==> config.mk <==
export PLATFORM = sky130hd
export DESIGN_NAME = rbs_ctrl
export DESIGN_NICKNAME = d
export VERILOG_FILES = /design/src/hdl/rbs_pkg.sv /design/src/hdl/rbs_ctrl.sv
export SDC_FILE = /design/constraint.sdc
export NUM_CORES = 1
export LEC_CHECK = 0
export BUFFER_PORTS_ARGS = -buffer_cell sky130_fd_sc_hd__buf_2
export CAP_MARGIN = 20
export CORE_MARGIN = 3
export CORE_UTILIZATION = 55
export CTS_BUF_LIST = sky130_fd_sc_hd__clkbuf_8
export CTS_CLUSTER_DIAMETER = 60
export DETAILED_ROUTE_END_ITERATION = 8
export PLACE_DENSITY_LB_ADDON = 0.2
export SLEW_MARGIN = 30
export SYNTH_ARGS = -nofsm -noshare
export SYNTH_HDL_FRONTEND = slang
export SYNTH_SLANG_ARGS = --single-unit
==> constraint.sdc <==
create_clock -name clk -period 3.1 [get_ports clk]
set_input_delay 0.62 -clock clk [delete_from_list [all_inputs] [get_ports clk]]
set_output_delay 0.62 -clock clk [all_outputs]
set_load 0.1 [all_outputs]
==> src/hdl/rbs_pkg.sv <==
// Shared types, constants and codes for the rigid body step block.
`timescale 1ns / 1ps
package rbs_pkg;

  localparam int MAX_BODIES = 64;
  localparam int IDX_W      = $clog2(MAX_BODIES);
  localparam int CNT_W      = $clog2(MAX_BODIES + 1);

  // Configuration register indexes
  localparam logic [1:0] REG_TIME_STEP = 2'd0;
  localparam logic [1:0] REG_GRAVITY_X = 2'd1;
  localparam logic [1:0] REG_GRAVITY_Y = 2'd2;
  localparam logic [1:0] REG_GRAVITY_Z = 2'd3;

  localparam logic [15:0] TIME_STEP_RESET = 16'd1092;
  localparam logic [31:0] GRAVITY_Y_RESET = 32'hFFF6_30A4;

  // Body flag bit positions
  localparam int FLAG_RIGID     = 0;
  localparam int FLAG_KINEMATIC = 1;
  localparam int FLAG_GRAVITY   = 2;
  localparam int FLAG_COLLIDER  = 3;
  localparam int FLAG_TRIGGER   = 4;

  // Integration micro-operations, one multiply each
  localparam logic [1:0] OP_FACTOR = 2'd0;
  localparam logic [1:0] OP_GRAV   = 2'd1;
  localparam logic [1:0] OP_DRAG   = 2'd2;
  localparam logic [1:0] OP_POS    = 2'd3;

  typedef struct packed {
    logic [2:0][31:0] pos;
    logic [2:0][31:0] vel;
    logic [2:0][30:0] ext;
    logic [15:0]      drag;
    logic [4:0]       flags;
  } body_t;

  localparam int BODY_W = $bits(body_t);

  typedef struct packed {
    logic [IDX_W-1:0] addr;
    logic             we;
    logic             wr_load;
    logic             cap_a;
    logic             op_en;
    logic [1:0]       op_kind;
    logic [1:0]       op_axis;
    logic             col_test;
    logic             cap_out;
    logic             out_final;
  } cmd_t;

  typedef struct packed {
    logic int_ok;
    logic col_ok;
  } stat_t;

endpackage

==> src/hdl/rbs_ctrl.sv <==
// Controller: load, integrate, resolve and emit sequencing.
`timescale 1ns / 1ps
module rbs_ctrl (
  input  logic           clk,
  input  logic           rst,
  input  logic           in_valid,
  output logic           in_ready,
  input  logic           last_body,
  output logic           out_valid,
  input  logic           out_ready,
  input  rbs_pkg::stat_t stat,
  output rbs_pkg::cmd_t  cmd
);

  localparam logic [3:0] S_LOAD  = 4'd0;
  localparam logic [3:0] S_IRD   = 4'd1;
  localparam logic [3:0] S_ICAP  = 4'd2;
  localparam logic [3:0] S_IOP   = 4'd3;
  localparam logic [3:0] S_IWR   = 4'd4;
  localparam logic [3:0] S_CRDA  = 4'd5;
  localparam logic [3:0] S_CCAPA = 4'd6;
  localparam logic [3:0] S_CRDB  = 4'd7;
  localparam logic [3:0] S_CTEST = 4'd8;
  localparam logic [3:0] S_CWR   = 4'd9;
  localparam logic [3:0] S_ERD   = 4'd10;
  localparam logic [3:0] S_ECAP  = 4'd11;
  localparam logic [3:0] S_EOUT  = 4'd12;

  localparam int CW = rbs_pkg::CNT_W;
  localparam int IW = rbs_pkg::IDX_W;

  logic [3:0]    state, state_next;
  logic [CW-1:0] count, count_next;
  logic [CW-1:0] i, i_next;
  logic [CW-1:0] j, j_next;
  logic [1:0]    op_kind, op_kind_next;
  logic [1:0]    op_axis, op_axis_next;
  logic          accept;
  logic          store;
  logic          i_last;
  logic          j_last;

  assign in_ready  = (state == S_LOAD);
  assign out_valid = (state == S_EOUT);
  assign accept    = in_valid && in_ready;
  assign store     = accept && (count < CW'(rbs_pkg::MAX_BODIES));
  assign i_last    = (i + CW'(1)) == count;
  assign j_last    = (j + CW'(1)) == count;

  // Advance the sequence
  always_comb begin
    state_next   = state;
    count_next   = count;
    i_next       = i;
    j_next       = j;
    op_kind_next = op_kind;
    op_axis_next = op_axis;
    unique case (state)
      S_LOAD: begin
        if (store) begin
          count_next = count + CW'(1);
        end
        if (accept && last_body) begin
          i_next     = '0;
          state_next = S_IRD;
        end
      end
      S_IRD: state_next = S_ICAP;
      S_ICAP: begin
        if (stat.int_ok) begin
          op_kind_next = rbs_pkg::OP_FACTOR;
          op_axis_next = '0;
          state_next   = S_IOP;
        end else if (i_last) begin
          i_next     = '0;
          state_next = S_CRDA;
        end else begin
          i_next     = i + CW'(1);
          state_next = S_IRD;
        end
      end
      S_IOP: begin
        case (op_kind)
          rbs_pkg::OP_FACTOR: op_kind_next = rbs_pkg::OP_GRAV;
          rbs_pkg::OP_GRAV:   op_kind_next = rbs_pkg::OP_DRAG;
          rbs_pkg::OP_DRAG:   op_kind_next = rbs_pkg::OP_POS;
          default: begin
            if (op_axis == 2'd2) begin
              state_next = S_IWR;
            end else begin
              op_axis_next = op_axis + 2'd1;
              op_kind_next = rbs_pkg::OP_GRAV;
            end
          end
        endcase
      end
      S_IWR: begin
        if (i_last) begin
          i_next     = '0;
          state_next = S_CRDA;
        end else begin
          i_next     = i + CW'(1);
          state_next = S_IRD;
        end
      end
      S_CRDA: state_next = S_CCAPA;
      S_CCAPA: begin
        if (stat.col_ok) begin
          j_next     = '0;
          state_next = S_CRDB;
        end else if (i_last) begin
          i_next     = '0;
          state_next = S_ERD;
        end else begin
          i_next     = i + CW'(1);
          state_next = S_CRDA;
        end
      end
      S_CRDB: begin
        if (j != i) begin
          state_next = S_CTEST;
        end else if (j_last) begin
          state_next = S_CWR;
        end else begin
          j_next = j + CW'(1);
        end
      end
      S_CTEST: begin
        if (j_last) begin
          state_next = S_CWR;
        end else begin
          j_next     = j + CW'(1);
          state_next = S_CRDB;
        end
      end
      S_CWR: begin
        if (i_last) begin
          i_next     = '0;
          state_next = S_ERD;
        end else begin
          i_next     = i + CW'(1);
          state_next = S_CRDA;
        end
      end
      S_ERD:  state_next = S_ECAP;
      S_ECAP: state_next = S_EOUT;
      S_EOUT: begin
        if (out_ready) begin
          if (i_last) begin
            count_next = '0;
            state_next = S_LOAD;
          end else begin
            i_next     = i + CW'(1);
            state_next = S_ERD;
          end
        end
      end
      default: state_next = S_LOAD;
    endcase
  end

  // Hold control registers
  always_ff @(posedge clk) begin
    if (rst) begin
      state   <= S_LOAD;
      count   <= '0;
      i       <= '0;
      j       <= '0;
      op_kind <= rbs_pkg::OP_FACTOR;
      op_axis <= '0;
    end else begin
      state   <= state_next;
      count   <= count_next;
      i       <= i_next;
      j       <= j_next;
      op_kind <= op_kind_next;
      op_axis <= op_axis_next;
    end
  end

  // Drive datapath commands
  always_comb begin
    unique case (state)
      S_LOAD:  cmd.addr = count[IW-1:0];
      S_CRDB:  cmd.addr = j[IW-1:0];
      default: cmd.addr = i[IW-1:0];
    endcase
    cmd.we        = store || (state == S_IWR) || (state == S_CWR);
    cmd.wr_load   = (state == S_LOAD);
    cmd.cap_a     = (state == S_ICAP) || (state == S_CCAPA);
    cmd.op_en     = (state == S_IOP);
    cmd.op_kind   = op_kind;
    cmd.op_axis   = op_axis;
    cmd.col_test  = (state == S_CTEST);
    cmd.cap_out   = (state == S_ECAP);
    cmd.out_final = i_last;
  end

endmodule

**Word level (Yosys, flattened, before mapping)**

Index checks and enable logic that the tools add are counted.

- Add/sub/neg operators: 4
- Order comparisons: 1
- Equal/unequal tests: 33
- Multiplexer cells: 36
- Reduce and logical (&&, ||, !) cells: 20

Operators with widths:

| kind | count |
|---|---|
| $mux W7 | 12 |
| $pmux W4 S13 | 1 |
| $mux W4 | 10 |
| $pmux W7 S5 | 1 |
| $add A7 B1 Y7 const B | 3 |
| $pmux W7 S3 | 1 |
| $eq A4 B4 Y1 const B | 5 |
| $eq A4 B3 Y1 const B | 4 |
| $ne A2 B2 Y1 const B | 8 |
| $eq A7 B7 Y1 | 2 |
| $pmux W7 S2 | 1 |
| $pmux W6 S2 | 1 |
| $ne A2 B1 Y1 const B | 5 |
| $eq A4 B2 Y1 const B | 2 |
| $mux W2 | 4 |
| $pmux W2 S2 | 2 |
| $reduce_and A4 Y1 | 2 |
| $lt A7 B7 Y1 const B | 1 |
| $ne A7 B7 Y1 | 1 |
| $mux W3 | 2 |
| $pmux W2 S3 | 1 |
| $reduce_and A3 Y1 | 2 |
| $reduce_and A6 Y1 | 1 |
| $ne A5 B2 Y1 const B | 1 |
| 15 further kinds | 21 |

- Register bits: 29
- Output and inout port bits: 19
- Word-level logic and storage cells: 100

**Logic depth before layout (Yosys ltp)**

- Depth after elaboration: 5
- Depth in mapped cells: 9

**Worst setup path after synthesis**

OpenSTA, ideal clock, no wires.

- Path kind: reg-to-output
- From: register state[0]
- To: output cmd[11] (netlist bit)
- Arrival time: 3.763 ns
- Data required time: 2.480 ns
- Slack: -1.283 ns
- Cell stages (with the launch flop): 6
- Path through: dfxtp_1 > buf_2 > nor4_1 > clkbuf_1 > or2_2 > o21ai_0

RTL lines:

| element | RTL line | source |
|---|---|---|
| start: declaration | rbs_ctrl.sv:32 | `logic [3:0] state, state_next;` |
| start signal: assignment | rbs_ctrl.sv:172 | `state <= state_next;` |
| end: declaration | rbs_ctrl.sv:12 | `output rbs_pkg::cmd_t cmd` |

==> flow_summary.yaml <==
floorplanning:
  fp.coreArea_mm2: 0.00412
  fp.dieArea_mm2: 0.00521
  rows: 23
  ios: 26
  initial_core_util: 0.585
  fp.dieH_um: 72.2
  fp.dieW_um: 72.2
global_routing:
  grt_max_degree: 23
  grt_pass1_vias: 2135
  grt_overflow_total: 0
  grt_usage: 0.244
  antenna_found_initial: 0
  grt_pass1_wl_mm: 10.2
routing:
  vias: 2342
  avgViaCountPerCell: 6.10
  first_pass_iters: 4
  drcViolationCount: 0
  dr.first_iter.drc_count: 178
  wire_per_inst_um: 16.0
  detail-route-antenna-nets: 0
  routed_wl_mm: 6.13
power:
  p_comb_frac: 0.356
  power_leakage_nw: 1.08
  switching_power_mw: 0.542
  powerDensity_mw_per_mm2: 490
  vdd_drop_max_mv: 0.340
  p_int_mw: 0.766
  switching_share: 0.414
  clkPwrFrac: 0.326
  pwr-share-seq: 0.318
cts:
  htreeDepth: 2
  max-clock-path-buffers: 2
  cts_buffers: 5
  cts_root_buf: "clkbuf_8"
  cts_tree: "yes"
  postCtsSetupRepairBufs: 0
  clk_latency_ns: 0.29
  postCtsHoldBufs: 0
  cts_resized: 0
  clk_pin_slew_ns: 0.07
  clock_sinks: 29
timing:
  hold_viol: 0
  final-max-slew-violation-count: 0
  finalSetupTns_ns: 0
  finalSetupViolCount: 0
  period_share: 0.965
  tightestPinTransition_ns: 0.562
  relSlewSlack: 0.623
  clock_skew_ns: 0.00334
  finalCriticalPeriod_ns: 2.99
  max_freq_ghz: 0.334
  grt_setup_unrepaired: "false"
placed_design:
  placedCellCount: 376
  post_dp_cell_area_mm2: 0.00254
  hpwl_mm: 4.49
  port_buffers: 25
  gp_congestion: 0.931
finish:
  syn_to_final_growth_pct: 10.9
  fill_cells: 380
  multi_input_area_mm2: 0.00167
  seqCellArea_um2: 581
  antenna_cells: 0
  fin_nets: 347
  final_area_mm2: 0.00267
  stdcell_count: 384
  finalCoreUtilization: 0.649
  final_layout_size_suffix_gt1_frac: 0.171
worst_setup_path:
  cp.arrival_ns: 2.37
  cp-start-kind: "register"
  critical_path_required_ns: 2.48
  crit_start: "i[1]"
  timing_worst_setup_path_type: "reg2out"
  critPathMaxFanout: 8
  r2r_start: "j[0]"
  cp-end-kind: "primary output"
synthesis:
  synthDistinctLibCells: 61
  synth_cells: 321
  syn_nets: 335
  synthArstFlopShare: 0
  synthesis.area_mm2: 0.00241
  seq_area_frac_synth: 0.241
  synth_ff_type: "dfxtp_1"
  yosys_warnings: 0
  synth_seq_cells: 29
  syn_avg_cell_area_um2: 7.50
  synth_edf_count: 0
job:
  drv_cap: 0
worst_hold_path:
  hold_path_class: "reg2reg"
  hp-start: "op_axis[1]"
outcome:
  status: "finished, final reports clean"
-- layer usage --
metal  share of wire  global-route usage  wire [um]
met5               0                   0          0
met3           0.041              0.0402        251
met4           0.016              0.0856         96
met1            0.46               0.322       2840
met2            0.48               0.400       2940
-- through the flow --
step | total power [mW] | setup slack [ns] | hold WS, ns
after global placement | 0.880 | 0.474 | 0.513
final | 1.31 | 0.110 | 0.535
after detailed placement | 0.883 | 0.414 | 0.519
after global routing | 1.37 | 0.0185 | 0.567
after floorplan | 0.805 | 0.0294 | 0.496
after CTS | 1.31 | 0.0534 | 0.538
-- power by group through the flow --
| stage | Sequential [mW] | Clock, mW | Combinational (mW) |
|---|---|---|---|
| 2_1_floorplan | 0.408 | 0 | 0.397 |
| 5_1_grt | 0.420 | 0.451 | 0.495 |
| 4_1_cts | 0.414 | 0.433 | 0.462 |
| 3_5_place_dp | 0.423 | 0 | 0.460 |
| 3_3_place_gp | 0.423 | 0 | 0.457 |
| 6_report | 0.416 | 0.427 | 0.466 |
-- flip-flops by register name, summed over array words and instances, names as in the netlist --
signal	count
state	4
count	7
j	7
op_kind	2
i	7
op_axis	2
-- layout by cell type, fill, tap and decap left out, types with 7 or more instances in the layout --
cell type	synthesis	final
a21oi_1	13	13
a22oi_1	7	7
and3_1	8	8
buf_2	15	24
dfxtp_1	29	29
inv_1	17	17
nand2_1	28	28
nand2b_1	7	7
nand3_1	13	13
nor2_1	35	34
nor3_1	7	7
xnor2_1	16	16
xor2_1	14	14
-- cell type report --
| type | instances | area share |
|---|---|---|
| Inverter | 17 | 0.0239 |
| Multi-Input combinational cell | 250 | 0.624 |
| Clock inverter | 2 | 0.0141 |
| Timing Repair Buffer | 30 | 0.0665 |
| Clock buffer | 6 | 0.0309 |
| Tap cell | 50 | 0.0234 |
| Sequential cell | 29 | 0.217 |
-- worst paths after layout --
kind         cells after the start  slack, ns          to
max                              6       0.11      cmd[0]
min                              2       0.54  op_axis[1]
max reg2reg                      8       0.54        j[5]
min reg2reg                      2       0.54  op_axis[1]
-- synthesized netlist by cell type, types with 6 or more instances --
cell / instances / share of area
and3_1: 8 / 0.021
buf_2: 15 / 0.031
xor2_1: 14 / 0.051
nand3_1: 13 / 0.027
nor2b_1: 6 / 0.016
nor3_1: 7 / 0.015
o21ai_0: 13 / 0.027
inv_1: 17 / 0.027
nand2b_1: 7 / 0.018
ha_1: 7 / 0.036
nand2_1: 28 / 0.044
nor2_1: 35 / 0.055
dfxtp_1: 29 / 0.24
a21oi_1: 13 / 0.027
xnor2_1: 16 / 0.058
a22oi_1: 7 / 0.022
-- worst max-delay path, cell delays in order (launching register included) --
cell,delay [ns]
dfxtp_1,0.42
ha_2,0.30
nand3_1,0.14
o21a_1,0.23
or4_4,0.57
nor2_4,0.21
buf_12,0.21
-- cell families (layout without fill, tap and decap cells) --
| logic type | after synthesis | in the layout | share of synthesized area |
|---|---|---|---|
| and+or+nand+nor | 126 | 126 | 0.264 |
| xor gates and xnor gates | 30 | 30 | 0.109 |
| muxes | 4 | 4 | 0.0172 |
| adders and majority gates | 7 | 7 | 0.0364 |
| buffers and inverters | 42 | 55 | 0.0785 |
| DFF | 29 | 29 | 0.241 |
| AOI/OAI and AO/OA | 83 | 83 | 0.254 |
No activity file was read; power rests on OpenSTA's default activity.
